--- src/rtl/lbba_pkg.sv ---
// ----------------------------------------------------------------------------
// lbba_pkg: shared definitions for the low battery beep alarm
// Register indexes, field widths and reset values of the configuration.
// ----------------------------------------------------------------------------
package lbba_pkg;

  // Field widths
  localparam int unsigned MvW      = 14;
  localparam int unsigned HoldW    = 16;
  localparam int unsigned HalfW    = 15;
  localparam int unsigned ToneW    = 4;
  localparam int unsigned PrescW   = 8;
  localparam int unsigned PatternW = 16;
  localparam int unsigned MillisW  = 32;

  // Stream and configuration port widths
  localparam int unsigned InDataW  = 16;
  localparam int unsigned OutDataW = 40;
  localparam int unsigned CfgIdxW  = 3;
  localparam int unsigned CfgDataW = 16;

  // Configuration register indexes
  typedef enum logic [CfgIdxW-1:0] {
    RegLowThreshold = 3'd0,
    RegLowHold      = 3'd1,
    RegBeepHalf     = 3'd2,
    RegToneDivide   = 3'd3,
    RegTicksPerMs   = 3'd4
  } cfg_reg_e;

  // Reset values of the configuration registers
  localparam logic [MvW-1:0]    LowThresholdRst = 14'd6400;
  localparam logic [HoldW-1:0]  LowHoldRst      = 16'd5000;
  localparam logic [HalfW-1:0]  BeepHalfRst     = 15'd5000;
  localparam logic [ToneW-1:0]  ToneDivideRst   = 4'd2;
  localparam logic [PrescW-1:0] TicksPerMsRst   = 8'd10;

  // Saturation value of the low-voltage hold counter
  localparam logic [HoldW-1:0] HoldMax = {HoldW{1'b1}};

endpackage

--- src/rtl/low_battery_beep_alarm.sv ---
// ----------------------------------------------------------------------------
// low_battery_beep_alarm: buzzer alarm for a low battery voltage
// Tick-driven tone generator, beep pattern, millisecond counter and
// low-voltage hold timer with alarm set and clear.
// ----------------------------------------------------------------------------
// Each input request is one base tick (nominally 100 us) and yields exactly
// one result request. All counters update from a single pass of compare and
// increment logic into the state registers and the output register, so one
// tick can be accepted in every cycle as long as the result side keeps up;
// the output register lets a new tick in while the previous result is being
// taken. The buzzer toggles every tone_divide ticks while the beep gate (as
// left by the previous tick) is on; with the alarm set, the gate is on for
// beep_half_ticks - 1 of every 2 * beep_half_ticks ticks. The alarm sets
// after the battery stays below low_threshold_mv for more than low_hold_ms
// milliseconds, or on force_alarm, and clears on a good voltage unless
// manual_hold is set. Configuration is taken at any time via the cfg
// channel, which is always ready; write it only while no tick is in flight.
module low_battery_beep_alarm (
  input  logic                                clk_i,
  input  logic                                rst_ni,
  // Configuration write channel
  input  logic                                cfg_valid_i,
  output logic                                cfg_ready_o,
  input  logic [lbba_pkg::CfgIdxW-1:0]        cfg_index_i,
  input  logic [lbba_pkg::CfgDataW-1:0]       cfg_data_i,
  // Tick input stream
  input  logic                                s_axis_tvalid_i,
  output logic                                s_axis_tready_o,
  // [13:0] battery_mv, [14] manual_hold, [15] force_alarm
  input  logic [lbba_pkg::InDataW-1:0]        s_axis_tdata_i,
  // Result output stream
  output logic                                m_axis_tvalid_o,
  input  logic                                m_axis_tready_i,
  // [0] buzzer_level, [1] alarm_active, [33:2] ms_count, [39:34] zero
  output logic [lbba_pkg::OutDataW-1:0]       m_axis_tdata_o
);

  // Configuration registers
  logic [lbba_pkg::MvW-1:0]    low_thr_q;
  logic [lbba_pkg::HoldW-1:0]  low_hold_q;
  logic [lbba_pkg::HalfW-1:0]  beep_half_q;
  logic [lbba_pkg::ToneW-1:0]  tone_div_q;
  logic [lbba_pkg::PrescW-1:0] ticks_ms_q;

  // Tick state
  logic                           pin_q, pin_d;
  logic [lbba_pkg::ToneW-1:0]     tone_cnt_q, tone_cnt_d;
  logic                           gate_q, gate_d;
  logic [lbba_pkg::PatternW-1:0]  pat_cnt_q, pat_cnt_d;
  logic                           alarm_q, alarm_d;
  logic [lbba_pkg::PrescW-1:0]    presc_q, presc_d;
  logic [lbba_pkg::MillisW-1:0]   millis_q, millis_d;
  logic [lbba_pkg::HoldW-1:0]     low_time_q, low_time_d;

  // Output register
  logic                           out_valid_q;
  logic [lbba_pkg::OutDataW-1:0]  out_data_q;

  // Input fields
  logic [lbba_pkg::MvW-1:0] mv;
  logic                     manual;
  logic                     force_req;
  logic                     in_fire;

  // Intermediate sums
  logic [lbba_pkg::ToneW:0]      tone_inc;
  logic [lbba_pkg::PatternW:0]   pat_inc;
  logic [lbba_pkg::PatternW:0]   half_ext;
  logic [lbba_pkg::PatternW:0]   period_ext;
  logic [lbba_pkg::PrescW:0]     presc_inc;
  logic                          alarm_pre;

  assign mv        = s_axis_tdata_i[lbba_pkg::MvW-1:0];
  assign manual    = s_axis_tdata_i[lbba_pkg::MvW];
  assign force_req = s_axis_tdata_i[lbba_pkg::MvW+1];

  assign cfg_ready_o     = 1'b1;
  assign s_axis_tready_o = !out_valid_q || m_axis_tready_i;
  assign in_fire         = s_axis_tvalid_i && s_axis_tready_o;
  assign m_axis_tvalid_o = out_valid_q;
  assign m_axis_tdata_o  = out_data_q;

  assign tone_inc   = {1'b0, tone_cnt_q} + 1'b1;
  assign pat_inc    = {1'b0, pat_cnt_q} + 1'b1;
  assign half_ext   = {2'b00, beep_half_q};
  assign period_ext = {1'b0, beep_half_q, 1'b0};
  assign presc_inc  = {1'b0, presc_q} + 1'b1;

  // Next tick state
  always_comb begin
    pin_d      = pin_q;
    tone_cnt_d = tone_cnt_q;
    gate_d     = gate_q;
    pat_cnt_d  = pat_cnt_q;
    presc_d    = presc_q;
    millis_d   = millis_q;
    low_time_d = low_time_q;

    alarm_pre = alarm_q || force_req;

    // Tone divider, driven by the gate of the previous tick
    if (gate_q) begin
      if (tone_inc >= {1'b0, tone_div_q}) begin
        tone_cnt_d = '0;
        pin_d      = !pin_q;
      end else begin
        tone_cnt_d = tone_inc[lbba_pkg::ToneW-1:0];
      end
    end else begin
      pin_d = 1'b0;
    end

    // Beep on/off pattern; the gate holds on the wrap tick
    if (!alarm_pre) begin
      gate_d    = 1'b0;
      pat_cnt_d = '0;
    end else if (pat_inc < half_ext) begin
      gate_d    = 1'b1;
      pat_cnt_d = pat_inc[lbba_pkg::PatternW-1:0];
    end else if (pat_inc < period_ext) begin
      gate_d    = 1'b0;
      pat_cnt_d = pat_inc[lbba_pkg::PatternW-1:0];
    end else begin
      pat_cnt_d = '0;
    end

    // Millisecond step and low-voltage hold timer
    alarm_d = alarm_pre;
    if (presc_inc >= {1'b0, ticks_ms_q}) begin
      presc_d  = '0;
      millis_d = millis_q + 1'b1;
      if (mv < low_thr_q) begin
        if (low_time_q != lbba_pkg::HoldMax) begin
          low_time_d = low_time_q + 1'b1;
        end
        if (low_time_d > low_hold_q) begin
          alarm_d = 1'b1;
        end
      end else begin
        low_time_d = '0;
        if (!manual) begin
          alarm_d = 1'b0;
        end
      end
    end else begin
      presc_d = presc_inc[lbba_pkg::PrescW-1:0];
    end
  end

  // Configuration registers
  always_ff @(posedge clk_i or negedge rst_ni) begin
    if (!rst_ni) begin
      low_thr_q   <= lbba_pkg::LowThresholdRst;
      low_hold_q  <= lbba_pkg::LowHoldRst;
      beep_half_q <= lbba_pkg::BeepHalfRst;
      tone_div_q  <= lbba_pkg::ToneDivideRst;
      ticks_ms_q  <= lbba_pkg::TicksPerMsRst;
    end else if (cfg_valid_i) begin
      case (cfg_index_i)
        lbba_pkg::RegLowThreshold: low_thr_q   <= cfg_data_i[lbba_pkg::MvW-1:0];
        lbba_pkg::RegLowHold:      low_hold_q  <= cfg_data_i[lbba_pkg::HoldW-1:0];
        lbba_pkg::RegBeepHalf:     beep_half_q <= cfg_data_i[lbba_pkg::HalfW-1:0];
        lbba_pkg::RegToneDivide:   tone_div_q  <= cfg_data_i[lbba_pkg::ToneW-1:0];
        lbba_pkg::RegTicksPerMs:   ticks_ms_q  <= cfg_data_i[lbba_pkg::PrescW-1:0];
        default: ;
      endcase
    end
  end

  // Tick state update on each accepted request
  always_ff @(posedge clk_i or negedge rst_ni) begin
    if (!rst_ni) begin
      pin_q      <= 1'b0;
      tone_cnt_q <= '0;
      gate_q     <= 1'b0;
      pat_cnt_q  <= '0;
      alarm_q    <= 1'b0;
      presc_q    <= '0;
      millis_q   <= '0;
      low_time_q <= '0;
    end else if (in_fire) begin
      pin_q      <= pin_d;
      tone_cnt_q <= tone_cnt_d;
      gate_q     <= gate_d;
      pat_cnt_q  <= pat_cnt_d;
      alarm_q    <= alarm_d;
      presc_q    <= presc_d;
      millis_q   <= millis_d;
      low_time_q <= low_time_d;
    end
  end

  // Output register valid
  always_ff @(posedge clk_i or negedge rst_ni) begin
    if (!rst_ni) begin
      out_valid_q <= 1'b0;
    end else if (in_fire) begin
      out_valid_q <= 1'b1;
    end else if (m_axis_tready_i) begin
      out_valid_q <= 1'b0;
    end
  end

  // Output register payload
  always_ff @(posedge clk_i) begin
    if (in_fire) begin
      out_data_q <= {6'b000000, millis_d, alarm_d, pin_d};
    end
  end

endmodule

--- config.mk ---
export PLATFORM = sky130hd
export DESIGN_NAME = low_battery_beep_alarm
export DESIGN_NICKNAME = d
export VERILOG_FILES = /design/src/rtl/lbba_pkg.sv /design/src/rtl/low_battery_beep_alarm.sv
export SDC_FILE = /design/constraint.sdc
export NUM_CORES = 1
export LEC_CHECK = 0
export ABC_CLOCK_PERIOD_IN_PS = 3900
export BUFFER_PORTS_ARGS = -buffer_cell sky130_fd_sc_hd__buf_2
export CAP_MARGIN = 20
export CORE_MARGIN = 1.5
export CORE_UTILIZATION = 60
export DETAILED_ROUTE_END_ITERATION = 10
export HOLD_SLACK_MARGIN = 0.02
export PLACE_DENSITY = 0.8
export RECOVER_POWER = 100
export SLEW_MARGIN = 10
export SYNTH_ARGS = -nofsm -noshare
export SYNTH_HDL_FRONTEND = slang
export SYNTH_SLANG_ARGS = --single-unit
--- constraint.sdc ---
create_clock -name clk_i -period 3.9 [get_ports clk_i]
set_input_delay 0.39 -clock clk_i [delete_from_list [all_inputs] [get_ports clk_i]]
set_output_delay 0.39 -clock clk_i [all_outputs]
set_load 0.05 [all_outputs]
==> metrics <==
Clock Path Buffers=2; crit path cell chain=and4_1 -> and2_4 -> and3_1 -> and4_1 -> xor2_1 -> ha_1 -> a21oi_1 -> o211ai_1 -> a2111o_1 -> o211ai_1 -> a32oi_2 -> nor2_1 -> mux2_2; WL final=19.9 mm; DIE AREA=roughly 17000 um2; Worst-path clk slew=~0.070 ns; crit path kind=flip-flop to flip-flop; Final Non-Filler Cells=~1300; core area=~15000 um2; Post-synth EDFFs=34; syn_area_per_cell=9.79 um2; GRT overflow=0; DRC Markers=0; CTS tree=done; cell leakage power=roughly 4.8 nW; Root Buffer=clkbuf_16; quantity of hold-fixing buffers added after cts=0; total CTS buffers=17; port bufs=75; Setup Slack @ Placement=between 0.4 and 0.5 ns; Pwr Density=between 500 and 600 nW/um2; initial antenna violation count=0; sequential area share after synthesis=0.468; failing checks=max-capacitance violations, max-slew violations; required time worst endpoint=4.27 ns; first-pass GRT wire length=~33 mm; pin slew with the least headroom to its limit=roughly 2.6 ns; DR iter-0 viols=between 400 and 500; Starting Density=0.621; die height=approximately 130 um; post-route clock period utilization=0.944; Critical Path Source Type=flip-flop; VDD IR max=around 0.00034 V; DIE WIDTH=129 um; detailed placement HPWL=approximately 14 mm; #FFs+latches synth=roughly 170; Power Total=5.57 mW; Synth cell types=65; RSZ-0062 raised after global routing=false; fin worst setup slack=between 0.2 and 0.25 ns; clk sink count=approximately 170; Peak Freq=around 0.27 GHz; Max-Cap Viols=5; total number of vias=approximately 7000; Final Skew=~0.0095 ns; clk_lat worst skew=around 0.44 ns; Synth warnings=0; I/O pins=83; DP Cell Count=about 1200; Antenna Violating Nets Remaining=0; fin util=0.689; most frequent cells in the layout=nand2_1 (168), dfrtp_1 (121), o21ai_0 (98), xnor2_1 (79), ha_1 (74); post-route cell area=roughly 11000 um2; most common cell after layout, fill and taps aside=nand2_1; global-route usage over all layers=0.257; Via density=5.63; fin crit period=3.68 ns; CP peak stage delay=between 0.4 and 0.5 ns; share of cells above drive strength 1=0.100; Final setup viols=0; Most used DFF post-synth=dfrtp_1; Final Hold Fails=0; Wirelength per Cell=between 15 and 20 um; Syn Inst Count=976; CP max FO=16; Mapped Area=9550 um2; max_slew headroom=-0.762; diodes inserted=0; 1st-pass router iterations=5; Slowest-stage cell, CP=dfrtp_1; outcome=finished, violations left; Final nets=roughly 1200; Final Max Slew Viols=173; RD Place Congestion=around 0.93; Placed Instance Area=about 10000 um2; hold crit path type=primary input to flip-flop; Layout area overhead=10.9%; ys async rst share=0.801; number of global-route vias before repair=6826; # rows=45; CP Data Arrival Time=roughly 4.1 ns; worst hold margin=approximately 0.16 ns; Critical Path End Type=flip-flop; largest net degree at the start of global routing=between 80 and 90; maximum level of the CTS H-tree=4; Setup TNS Final=0 ns
## state kept, by name, indices dropped and copies added, names as in the netlist, 4 cells and up
| register | count |
|---|---|
| m_axis_tdata_o | 34 |
| millis_q | 32 |
| low_hold_q | 16 |
| low_time_q | 16 |
| pat_cnt_q | 16 |
| beep_half_q | 15 |
| low_thr_q | 14 |
| presc_q | 8 |
| ticks_ms_q | 8 |
| tone_cnt_q | 4 |
| tone_div_q | 4 |
## power by group
| part | total (mW) | leakage (nW) | internal, mW | switching (mW) |
|---|---|---|---|---|
| Sequential | 2.33 | 2.08 | 2.12 | 0.210 |
| Combinational | 1.47 | 2.39 | 0.569 | 0.900 |
| Clock | 1.77 | 0.293 | 1.02 | 0.748 |
| Total | 5.57 | 4.76 | 3.72 | 1.86 |
## final timing paths
| check | cells past startpoint | end | start | slack (ns) |
|---|---|---|---|---|
| max in group asynchronous | 2 | presc_q[0] | rst_ni | 1.07 |
| max reg2reg | 13 | pat_cnt_q[0] | pat_cnt_q[2] | 0.22 |
| min in group asynchronous | 1 | low_thr_q[1] | rst_ni | 0.54 |
| max | 13 | pat_cnt_q[0] | pat_cnt_q[2] | 0.22 |
| min reg2reg | 1 | millis_q[31] | millis_q[31] | 0.49 |
| min | 3 | low_hold_q[15] | cfg_data_i[15] | 0.16 |
## per-layer routing
metal / up-vias / global-route usage / part of all wire
met5: - / 0 / 0
met4: 0 / 0.0912 / 0.019
met3: 34 / 0.0471 / 0.045
met2: 174 / 0.416 / 0.47
met1: 3450 / 0.350 / 0.46
li1: 3493 / - / -
## synthesized netlist by cell type, types with 14 or more instances
cell | instances | area, um2
nand2_1 | 168 | 631
dfrtp_1 | 121 | 3030
o21ai_0 | 98 | 490
xnor2_1 | 79 | 692
ha_1 | 74 | 926
inv_1 | 64 | 240
nand3_1 | 52 | 260
edfxtp_1 | 34 | 1020
a21oi_1 | 32 | 160
clkbuf_1 | 23 | 86.3
and3_1 | 22 | 138
nor2_1 | 21 | 78.8
xor2_1 | 17 | 149
dfstp_2 | 16 | 420
nand4_1 | 14 | 87.6
## kinds of logic after synthesis
family | count (synthesis) | share of synthesized area
compound gates | 184 | 0.116
fa+ha+maj | 74 | 0.0969
buf+inv | 105 | 0.0455
other cells | 2 | 0.000786
xor+xnor | 96 | 0.0880
mux | 13 | 0.0149
flops | 171 | 0.468
simple gates | 331 | 0.170
## layout make-up
| cell class | count | area, um2 |
|---|---|---|
| flip-flops and latches | 171 | 4470 |
| clock inverters | 14 | 191 |
| repair buffers | 87 | 374 |
| fillers | 1199 | 4780 |
| clock buffers | 18 | 429 |
| inverters | 64 | 240 |
| multi-input cells | 705 | 4620 |
| well taps | 211 | 264 |
## critical path: cells and delay by family, from the launching register on
| kind | cells | cell delay, ns |
|---|---|---|
| AND/OR/NAND/NOR | 5 | 1.35 |
| adder cells (fa/ha/maj) | 1 | 0.29 |
| AO/OA/AOI/OAI | 5 | 1.07 |
| multiplexers | 1 | 0.21 |
| XOR/XNOR | 1 | 0.25 |
| flip-flops | 1 | 0.46 |
## timing repair
item / in CTS / in global routing
gates resized for setup: 0 / 1
endpoints found under the setup margin: 0 / 1
hold endpoints to repair: 0 / 0
buffers inserted: 0 / 0
Note: power is estimated with default switching activity, not from simulation.
